==> src/hdl/acs_pkg.sv <==
// ----------------------------------------------------------------------------
// acs_pkg
// Types, codes and defaults shared by the accumulator CPU step core.
// ----------------------------------------------------------------------------
package acs_pkg;

  localparam int DEPTH_DEFAULT = 256;

  localparam int CMD_W    = 2;
  localparam int ADDR_W   = 8;
  localparam int WORD_W   = 16;
  localparam int PC_W     = 9;
  localparam int STATUS_W = 2;

  localparam logic [CMD_W-1:0] CMD_WRITE = 2'd0;
  localparam logic [CMD_W-1:0] CMD_EXEC  = 2'd1;
  localparam logic [CMD_W-1:0] CMD_READ  = 2'd2;

  localparam logic [STATUS_W-1:0] ST_OK      = 2'd0;
  localparam logic [STATUS_W-1:0] ST_SKIP    = 2'd1;
  localparam logic [STATUS_W-1:0] ST_IGNORED = 2'd2;

  localparam logic [WORD_W-1:0] OP_NOP = 16'd0;
  localparam logic [WORD_W-1:0] OP_STA = 16'd16;
  localparam logic [WORD_W-1:0] OP_LDA = 16'd32;
  localparam logic [WORD_W-1:0] OP_ADD = 16'd48;
  localparam logic [WORD_W-1:0] OP_OR  = 16'd64;
  localparam logic [WORD_W-1:0] OP_AND = 16'd80;
  localparam logic [WORD_W-1:0] OP_NOT = 16'd96;
  localparam logic [WORD_W-1:0] OP_JMP = 16'd128;
  localparam logic [WORD_W-1:0] OP_JN  = 16'd144;
  localparam logic [WORD_W-1:0] OP_JZ  = 16'd160;
  localparam logic [WORD_W-1:0] OP_HLT = 16'd240;

  localparam logic [WORD_W-1:0] SIGN_MASK = 16'h8000;

  typedef struct packed {
    logic [CMD_W-1:0]  command;
    logic [ADDR_W-1:0] word_address;
    logic [WORD_W-1:0] word_data;
  } acs_req_t;

  typedef struct packed {
    logic [PC_W-1:0]     program_counter;
    logic [WORD_W-1:0]   accumulator;
    logic                zero_flag;
    logic                negative_flag;
    logic                stopped;
    logic [WORD_W-1:0]   read_word;
    logic [STATUS_W-1:0] step_status;
  } acs_rsp_t;

  typedef enum logic [1:0] {
    CLS_LOAD,
    CLS_STORE,
    CLS_PLAIN
  } acs_class_e;

  typedef enum logic [1:0] {
    RADDR_PC,
    RADDR_PC1,
    RADDR_EA
  } acs_raddr_e;

  typedef enum logic {
    WDATA_REQ,
    WDATA_ACC
  } acs_wdata_e;

  typedef struct packed {
    logic       accept;
    logic       mem_re;
    acs_raddr_e raddr_sel;
    logic       mem_we;
    acs_wdata_e wdata_sel;
    logic       ir_load;
    logic       opnd_load;
    logic       rd_load;
    logic       exec;
  } acs_ctl_t;

  typedef struct packed {
    logic       mod_done;
    logic       stopped;
    acs_class_e op_class;
  } acs_sts_t;

endpackage

==> src/hdl/acs_ctrl.sv <==
// ----------------------------------------------------------------------------
// acs_ctrl
// Command sequencer: memory access, fetch, operand reduction and execute.
// ----------------------------------------------------------------------------
module acs_ctrl
  import acs_pkg::*;
(
  input  logic             clk_i,
  input  logic             rst_ni,
  input  logic             start,
  input  logic [CMD_W-1:0] command_i,
  input  acs_sts_t         sts_i,
  output acs_ctl_t         ctl_o,
  output logic             busy,
  output logic             rsp_valid_o
);

  typedef enum logic [3:0] {
    S_IDLE,
    S_ADDR_MOD,
    S_ACCESS_WAIT,
    S_FETCH_OP,
    S_FETCH_OPND,
    S_OPND_LOAD,
    S_EA_MOD,
    S_DATA_WAIT,
    S_DONE
  } state_e;

  state_e           state_q, state_d;
  logic [CMD_W-1:0] cmd_q, cmd_d;

  always_comb begin
    state_d = state_q;
    cmd_d   = cmd_q;
    ctl_o   = '{accept: 1'b0, mem_re: 1'b0, raddr_sel: RADDR_EA, mem_we: 1'b0,
                wdata_sel: WDATA_REQ, ir_load: 1'b0, opnd_load: 1'b0,
                rd_load: 1'b0, exec: 1'b0};
    case (state_q)
      S_IDLE: begin
        if (start) begin
          ctl_o.accept = 1'b1;
          cmd_d        = command_i;
          case (command_i)
            CMD_WRITE, CMD_READ: state_d = S_ADDR_MOD;
            CMD_EXEC:            state_d = sts_i.stopped ? S_DONE : S_FETCH_OP;
            default:             state_d = S_DONE;
          endcase
        end
      end
      S_ADDR_MOD: begin
        if (sts_i.mod_done) begin
          if (cmd_q == CMD_WRITE) begin
            ctl_o.mem_we = 1'b1;
            state_d      = S_DONE;
          end else begin
            ctl_o.mem_re = 1'b1;
            state_d      = S_ACCESS_WAIT;
          end
        end
      end
      S_ACCESS_WAIT: begin
        ctl_o.rd_load = 1'b1;
        state_d       = S_DONE;
      end
      S_FETCH_OP: begin
        ctl_o.mem_re    = 1'b1;
        ctl_o.raddr_sel = RADDR_PC;
        state_d         = S_FETCH_OPND;
      end
      S_FETCH_OPND: begin
        ctl_o.mem_re    = 1'b1;
        ctl_o.raddr_sel = RADDR_PC1;
        ctl_o.ir_load   = 1'b1;
        state_d         = S_OPND_LOAD;
      end
      S_OPND_LOAD: begin
        ctl_o.opnd_load = 1'b1;
        state_d         = S_EA_MOD;
      end
      S_EA_MOD: begin
        if (sts_i.mod_done) begin
          case (sts_i.op_class)
            CLS_LOAD: begin
              ctl_o.mem_re = 1'b1;
              state_d      = S_DATA_WAIT;
            end
            CLS_STORE: begin
              ctl_o.mem_we    = 1'b1;
              ctl_o.wdata_sel = WDATA_ACC;
              ctl_o.exec      = 1'b1;
              state_d         = S_DONE;
            end
            default: begin
              ctl_o.exec = 1'b1;
              state_d    = S_DONE;
            end
          endcase
        end
      end
      S_DATA_WAIT: begin
        ctl_o.exec = 1'b1;
        state_d    = S_DONE;
      end
      S_DONE: state_d = S_IDLE;
      default: state_d = S_IDLE;
    endcase
  end

  always_ff @(posedge clk_i or negedge rst_ni) begin
    if (!rst_ni) begin
      state_q     <= S_IDLE;
      cmd_q       <= CMD_WRITE;
      busy        <= 1'b0;
      rsp_valid_o <= 1'b0;
    end else begin
      state_q     <= state_d;
      cmd_q       <= cmd_d;
      busy        <= (state_d != S_IDLE);
      rsp_valid_o <= (state_d == S_DONE);
    end
  end

endmodule

==> config.mk <==
export PLATFORM = sky130hd
export DESIGN_NAME = acs_ctrl
export DESIGN_NICKNAME = d
export VERILOG_FILES = /design/src/hdl/acs_pkg.sv /design/src/hdl/acs_ctrl.sv
export SDC_FILE = /design/constraint.sdc
export NUM_CORES = 1
export LEC_CHECK = 0
export CORE_AREA = 5 5 42 44
export CTS_BUF_LIST = sky130_fd_sc_hd__clkbuf_4 sky130_fd_sc_hd__clkbuf_8 sky130_fd_sc_hd__clkbuf_16
export DETAILED_ROUTE_END_ITERATION = 10
export DIE_AREA = 0 0 47 49
export DONT_BUFFER_PORTS = 1
export PLACE_DENSITY = 0.66
export SLEW_MARGIN = 25
export SYNTH_ARGS = -nofsm -noshare
export SYNTH_HDL_FRONTEND = slang
export SYNTH_SLANG_ARGS = --single-unit
export TNS_END_PERCENT = 30
==> constraint.sdc <==
create_clock -name clk_i -period 1.5 [get_ports clk_i]
set_input_delay 0 -clock clk_i [delete_from_list [all_inputs] [get_ports clk_i]]
set_output_delay 0 -clock clk_i [all_outputs]
set_load 0.01 [all_outputs]
# == Word-level counts from Yosys, hierarchy flattened ==
# Index checks and enable logic that the tools add are counted.
# op_classes
n_eq_ne,11
n_mux,28
n_reduce_logical,9
# op_table
op,count
$pmux 4 s7,1
$mux 4,6
$eq 4x3->1 const B,4
$mux 1,14
$eq 4x2->1 const B,2
$pmux 4 s2,1
$logic_not 2->1,3
$reduce_or 2->1,3
$eq 2x1->1 const B,2
$eq 4x1->1 const B,1
$eq 4x4->1 const B,1
$logic_not 4->1,1
$mux 2,2
$pmux 1 s2,2
$pmux 2 s2,1
$reduce_bool 4->1,1
$pmux 1 s3,1
$eq 2x2->1 const B,1
$reduce_and 2->1,1
# word_totals
ff_bits,8
in_bits,9
output_inout_bits,12
word_cells,52

# == Logic depth before layout (Yosys ltp) ==
# Gate-level depths: netlist of the first run.
# logic_depth
ltp_word,6
ltp_mapped,5
mapped_depth_nobuf,4

# == Least setup slack after synthesis of the first run ==
# No wires, ideal clock.
# synth_path
kind,register to register
start,register state_q[2]
end,register cmd_q[0]
setup_time_ns,0.125
t_arrival_ns,1.618
required_time_ns,1.375
slack_ns,-0.242
path_stages_with_launch,4
period_less_slack_ns,1.742
path_cell_list,dfrtp_1 -> buf_2 -> nor4bb_1 -> mux2_2
# synth_between
elab_chain_cells,2
# synth_rtl
element,line_no,rtl
"start, declared",acs_ctrl.sv:30,"state_e state_q, state_d;"
"start signal, assigned",acs_ctrl.sv:117,state_q <= state_d;
$logic_not 4->1,acs_ctrl.sv:39,case (state_q)
$reduce_and 2->1 (no source line),-,
"end signal, assigned",acs_ctrl.sv:118,cmd_q <= cmd_d;
"end, declared",acs_ctrl.sv:31,"logic [CMD_W-1:0] cmd_q, cmd_d;"
# No other way between the ends.
# A chain may end at the register's enable or synchronous reset.

# == Final worst setup path of the first run ==
# layout_path
start,register state_q[2]
end,register busy
# layout_between
elab_chain_cells,4
word_cells_on_any_way,14
# layout_rtl
element,line_no,rtl
$eq 4x2->1 / $eq 4x3->1 (equally long branches),acs_ctrl.sv:39,
$reduce_or 2->1 (no source line),-,
$pmux 4 s7 (*),acs_ctrl.sv:39,
$reduce_bool 4->1 (*),acs_ctrl.sv:119,busy <= (state_d != S_IDLE);
"end signal, assigned",acs_ctrl.sv:119,
"end, declared",acs_ctrl.sv:14,"output logic busy,"
# Mark *: on every way between the ends. The rest lies on a longest branch, timed or not.

==> summary.txt, run 1 <==
STA
  – Finish-stage setup viols: 9
  – Hold Violations, Final: 0
  – Worst Tran Pin Value: between 0.4 and 0.5 ns
  – Fmax: around 0.56 GHz
  – Final Cycle Share: 118%
  – Setup_tns: -1.54 ns
  – Fin crit period: roughly 1.8 ns
  – RSZ-0062 raised after global routing: true
  – Setup ws final: -0.277 ns
  – Worst clock skew: between 0.001 and 0.0015 ns
  – Max Transition Viols Final: 0
  – Max_slew headroom: approximately two thirds

Setup path
  – CP endpoint kind: register
  – CP required: between 1.5 and 2 ns
  – R2r endpoint: busy
  – Crit path buffers/inverters: 1
  – Slowest-stage cell, CP: or4b_1
  – Worst reg-to-reg setup slack: -0.28 ns
  – Crit-path cells: or4bb_4 > buf_6 > nor2_2 > a222oi_1 > or4b_1
  – CP peak stage delay: around 0.47 ns
  – Crit path kind: reg2reg
  – R2r worst-path depth: 5
  – Crit-path max FO: 5
  – Setup crit start kind: register
  – Arr. time, crit path: 1.89 ns
  – Crit path max-delay family: simple AND/OR/NAND/NOR gates
  – FF-to-FF Start: state_q[2]

Die
  – # IOs: 21
  – Starting Density: 40.2%
  – Die H: slightly below 50 um
  – Die ar.: ~2300 um2
  – Die W: 47 um
  – Core area: roughly 1400 um2
  – Rows: 14

Global routing
  – Largest net degree at the start of global routing: 10
  – First-pass GRT wire length: about 2400 um
  – Initial antenna violation count: 0
  – Global route total overflow: 0
  – Gr usage total: 14.6%
  – Vias in the first global route: roughly 560

Yosys
  – Seq cells post-synth: 8
  – Synth Area per Inst: about 9.2 um2
  – Post-synth ARST share: 100%
  – Register area share after synthesis: roughly 36%
  – Synth Instances: 61
  – Most used DFF post-synth: dfrtp_1
  – EDFF count, synth: 0
  – Ys Warns: 0
  – Mapped Area: approximately 560 um2
  – Post-synth cell types: 31
  – Syn Nets: 70

Power and ir drop
  – Power Density: between 2000 and 2500 nW/um2
  – Total net switching power: slightly above 700 uW
  – Leakage: 0.000411 uW
  – Comb pwr share: just under 70%
  – Int Power: around 1200 uW
  – Sequential share of power: 22.8%
  – Clk pwr share: 8.2%
  – Switching Share: approximately 38%
  – VDD IR max: around 0.0011 V

Clock network
  – Sink Count: 8
  – CTS tree: built
  – Worst-path clk slew: roughly 0.050 ns
  – H-tree Lvls: 1
  – Insertion delay to the later sink of the worst-skew pair: around 0.25 ns
  – Num CTS Buffers: 3
  – CTS Root Cell: clkbuf_4
  – Clock Tree Buf Depth: 2

Worst hold path
  – Worst hold path class: in2reg
  – Worst hold endpoint: state_q[1]
  – Hold depth: 2
  – Hold path start: sts_i[3]

Routing
  – WL/cell: 14.1 um
  – Pre-antenna DRT Iters: 4
  – DRC Markers: 0
  – Routed via count: about 600
  – DR vias/cell: approximately 5.5
  – Initial DRC count: 10
  – Post-route ant nets: 0
  – WL final: around 1500 um

Placed design
  – DP Area: just over 700 um2
  – Hpwl dp: ~1100 um
  – # port buffers: 0
  – GP Congestion: between 0.7 and 0.8

Layout
  – Antenna Cells: 0
  – Nets: slightly above 100
  – Non-Filler Cell Area, Final: between 900 and 1000 um2
  – Commonest non-fill, non-tap cell in the layout: buf_4
  – Area delta synth->final: 62.7%
  – Most frequent cells in the layout: 20 x buf_4, 7 x dfrtp_1, 7 x buf_6
  – Share of layout cells above drive strength 1: a little over half
  – Number of fill cells: roughly 110

Run status
  – Failing checks: negative setup slack
  – Outcome: finished, violations left

Flow run
  – Total of max-cap violations: 0
metal layers:
layer	GRT usage (%)	vias to the layer above	share of wire (%)
met3	2.58	4	5.3
li1	-	290	-
met4	8.29	0	2.4
met1	18.3	271	42
met5	0	-	0
met2	22.4	18	50
power by group through the flow:
stage / registers [uW] / logic [uW] / clock network [uW]
CTS: 418 / 1120 / 163
finish: 428 / 1300 / 154
floorplan: 409 / 605 / 0
detailed placement: 441 / 954 / 0
global route: 439 / 1410 / 176
global placement: 441 / 940 / 0
metrics by stage:
| step | std cells | hold WS (ns) | setup slack, ns | total power (uW) | util, % |
|---|---|---|---|---|---|
| detailed placement | 93 | -0.295 | -0.244 | 1390 | 50.7 |
| floorplan | 61 | -0.296 | -0.137 | 1010 | - |
| CTS | 105 | 0.00918 | -0.272 | 1700 | 59.7 |
| global placement | 93 | -0.295 | -0.164 | 1380 | 50.7 |
| finish | 106 | 0.0328 | -0.277 | 1880 | 65.4 |
| global route | 106 | 0.0348 | -0.342 | 2020 | 65.4 |
cell families (layout without fill, tap and decap cells):
logic type	count (synthesis)	count (layout)	synth area share (%)
multiplexers	2	2	4.00
AO/OA/AOI/OAI	15	15	20.7
AND/OR/NAND/NOR	29	29	32.7
buffers and inverters	7	36	7.11
flip-flops	8	8	35.6
how the worst max path moves through the flow:
stage | start | end | slack [ns] | cells past startpoint
after global routing | state_q[3] | ctl_o[8] | -0.34 | 5
after global placement | state_q[0] | busy | -0.16 | 4
final | state_q[2] | busy | -0.28 | 5
after floorplan | state_q[0] | busy | -0.14 | 4
after CTS | state_q[2] | busy | -0.27 | 5
after detailed placement | state_q[0] | busy | -0.24 | 4
synth_stat cells, types with 2 or more instances:
library cell  n  share of area, %
nand2b_1      4               4.4
o21ai_0       3               2.7
inv_1         3               2.0
nor4bb_1      2               3.6
nor3_1        3               2.7
nor2_1        6               4.0
a22o_1        2               3.1
nand2_1       4               2.7
mux2_2        2               4.0
buf_2         2               1.8
dfrtp_1       8                36
o211ai_1      3               4.0
cell type report:
cell class	instances	area (um2)	share of cell area [%]
timing repair buffer	30	259	28.3
inverter	3	11.3	1.23
clock buffer	3	22.5	2.46
sequential	8	201	22.0
multi-input combinational	46	402	43.9
tap	16	20.0	2.19
sequential cells by signal (all words and copies together) (netlist names):
| name | count |
|---|---|
| rsp_valid_o | 1 |
| busy | 1 |
| cmd_q | 2 |
| state_q | 4 |
repair_timing:
item	4_1_cts	5_1_grt
setup buffers	6	1
hold endpoints to repair	10	0
setup endpoints to repair	9	15
pin swaps	3	4
hold buffers	3	0
gates resized for setup	7	14
No activity file was read; power rests on OpenSTA's default activity.
==> run 2, diff against run 1 <==
--- a/config.mk
+++ b/config.mk
@@ -11,6 +11,7 @@
 export DIE_AREA = 0 0 47 49
 export DONT_BUFFER_PORTS = 1
 export PLACE_DENSITY = 0.66
+export REMOVE_ABC_BUFFERS = 1
 export SLEW_MARGIN = 25
 export SYNTH_ARGS = -nofsm -noshare
 export SYNTH_HDL_FRONTEND = slang
==> run 2 against run 1 <==
- the flow still finishes with violations (negative setup slack)
- wire length grew 30%
- utilization is 5.2 points higher
- register-to-register slack about the same
- clock power grew 21%
- combinational power is 20% higher
- largest cell class unchanged
- largest power group unchanged
==> summary.txt, run 2 (same netlist as run 1, synthesis figures left out) <==
Setup path
  – Worst Setup SP: state_q[3]
  – CP required: approximately 1.5 ns
  – CP peak stage delay: 0.56 ns
  – Crit-path max FO: 3
  – FF-to-FF Start: state_q[2]
  – Arr. time, crit path: 1.79 ns
  – Setup crit start kind: register
  – R2r endpoint: busy
  – CP endpoint kind: output pin
  – Crit path kind: reg2out
  – Slowest-stage cell, CP: or4bb_4
  – R2r worst-path depth: 4
  – Crit-path cells: or4bb_4 > buf_6 > o32ai_2 > nand2_1 > nand2_2
  – Worst reg-to-reg setup slack: -0.27 ns

Global routing
  – Largest net degree at the start of global routing: 9
  – Vias in the first global route: roughly 700
  – Global route total overflow: 0
  – First-pass GRT wire length: approximately 3300 um
  – Gr usage total: between 10% and 20%
  – Initial antenna violation count: 0

Layout
  – Register area: 204 um2
  – Area delta synth->final: 75.6%
  – Most frequent cells in the layout: 21 x buf_4, 10 x buf_6, 5 x nor2_1, 5 x dfrtp_1, 4 x dlygate4sd3_1
  – Largest reg by FF count: state_q
  – Non-Filler Cell Area, Final: between 900 and 1000 um2
  – Share of layout cells above drive strength 1: about three fifths
  – Nets: 106
  – Biggest regs: state_q x4, cmd_q x2
  – Area occupied by multi-input gates: 420 um2
  – Max FFs per register: 4
  – Commonest non-fill, non-tap cell in the layout: buf_4
  – Number of fill cells: about 110
  – Antenna Cells: 0

Clock network
  – CTS tree: built
  – Sink Count: 8
  – H-tree Lvls: 1
  – Clock Tree Buf Depth: 2
  – Worst-path clk slew: approximately 0.07 ns
  – Num CTS Buffers: 3
  – CTS Root Cell: clkbuf_4
  – Insertion delay to the later sink of the worst-skew pair: between 0.2 and 0.3 ns

Flow run
  – Total of max-cap violations: 0

Power and ir drop
  – Power Density: approximately 2200 nW/um2
  – Sequential share of power: approximately a fifth
  – Int Power: 1350 uW
  – Comb pwr share: a little under three quarters
  – Total net switching power: between 800 and 900 uW
  – Switching Share: roughly two fifths
  – VDD IR max: ~0.0012 V
  – Leakage: ~0.00045 uW
  – Clk pwr share: under 10%

Routing
  – Post-route ant nets: 0
  – Initial DRC count: 18
  – DR vias/cell: roughly 5.7
  – WL/cell: roughly 18 um
  – DRC Markers: 0
  – Routed via count: approximately 640
  – WL final: ~2000 um
  – Pre-antenna DRT Iters: 7

Placed design
  – DP Area: about 710 um2
  – Worst slack at placement: -0.218 ns
  – Hpwl dp: roughly 1200 um
  – # port buffers: 0
  – GP Congestion: 0.799

STA
  – Fin crit period: between 1.5 and 2 ns
  – Hold Violations, Final: 0
  – RSZ-0062 raised after global routing: true
  – Setup ws final: -0.293 ns
  – Max Transition Viols Final: 0
  – Final Cycle Share: 120%
  – Finish-stage setup viols: 7
  – Fmax: approximately 0.56 GHz
  – Worst Tran Pin Value: ~0.42 ns
  – Max_slew headroom: between 70% and 80%
  – Worst clock skew: approximately 0.012 ns

Run status
  – Failing checks: negative setup slack
  – Outcome: finished, violations left

Die
  – # IOs: 21
  – Rows: 14
  – Die W: roughly 47 um
  – Core area: roughly 1400 um2
  – Die ar.: 2300 um2
  – Die H: 49 um
  – Starting Density: 40.2%

Worst hold path
  – Worst hold path class: in2async
run 2: cell types whose count changed in the layout (fill, tap and decap cells not counted), sizes merged:
cell and change:
dlygate4sd3 +1, buf +4
run 2: final cells by class:
type                            count  share of cell area [%]
Clock buffer                        3                    2.28
Inverter                            3                    1.14
Multi-Input combinational cell     46                    42.5
Sequential cell                     8                    20.6
Tap cell                           16                    2.03
Timing Repair Buffer               35                    31.4
run 2: how the worst max path moves through the flow:
stage,to,cells after the start
6_report,ctl_o[8],5
5_1_grt,ctl_o[8],5
4_1_cts,ctl_o[8],5
3_5_place_dp,busy,4
3_3_place_gp,busy,4
2_1_floorplan,cmd_q[0],3
run 2: power by group through the flow:
stage	registers [uW]	clock network, uW	logic (uW)
detailed placement	458	0	931
floorplan	452	0	477
global placement	452	0	909
CTS	423	189	1300
global route	448	199	1670
finish	434	186	1560
run 2: routing by layer:
metal  GRT usage (%)  wire length, um  vias to the layer above  part of all wire [%]
li1                -                -                      303                     -
met1            20.9              738                      303                    38
met2            34.4             1020                       23                    52
met3            8.86              138                        6                   7.1
met4            5.99               50                        0                   2.6
met5               0                0                        -                     0
run 2: repair_timing:
action | in CTS | in global routing
hold endpoints to repair | 11 | 0
buffers inserted | 6 | 4
pin swaps | 6 | 6
gates cloned | 0 | 0
endpoints found under the setup margin | 11 | 14
gates resized for setup | 18 | 15
hold buffers | 4 | 0
run 2: per-stage QoR:
stage,setup TNS [ns],power [uW],std cells,util (%),hold slack [ns]
2_1_floorplan,-1.06,929,57,-,-0.296
3_3_place_gp,-0.540,1360,94,50.8,-0.295
3_5_place_dp,-0.637,1390,94,50.8,-0.295
4_1_cts,-0.884,1910,107,64.6,0.0824
5_1_grt,-1.70,2320,111,70.5,0.117
6_report,-1.17,2180,111,70.5,0.0940
run 2: worst max-delay path: cells and delay by family (launching register included):
family | cells | cell delay [ns]
AOI/OAI and AO/OA | 1 | 0.19
buffers and inverters | 1 | 0.14
DFF | 1 | 0.42
and+or+nand+nor | 3 | 0.77
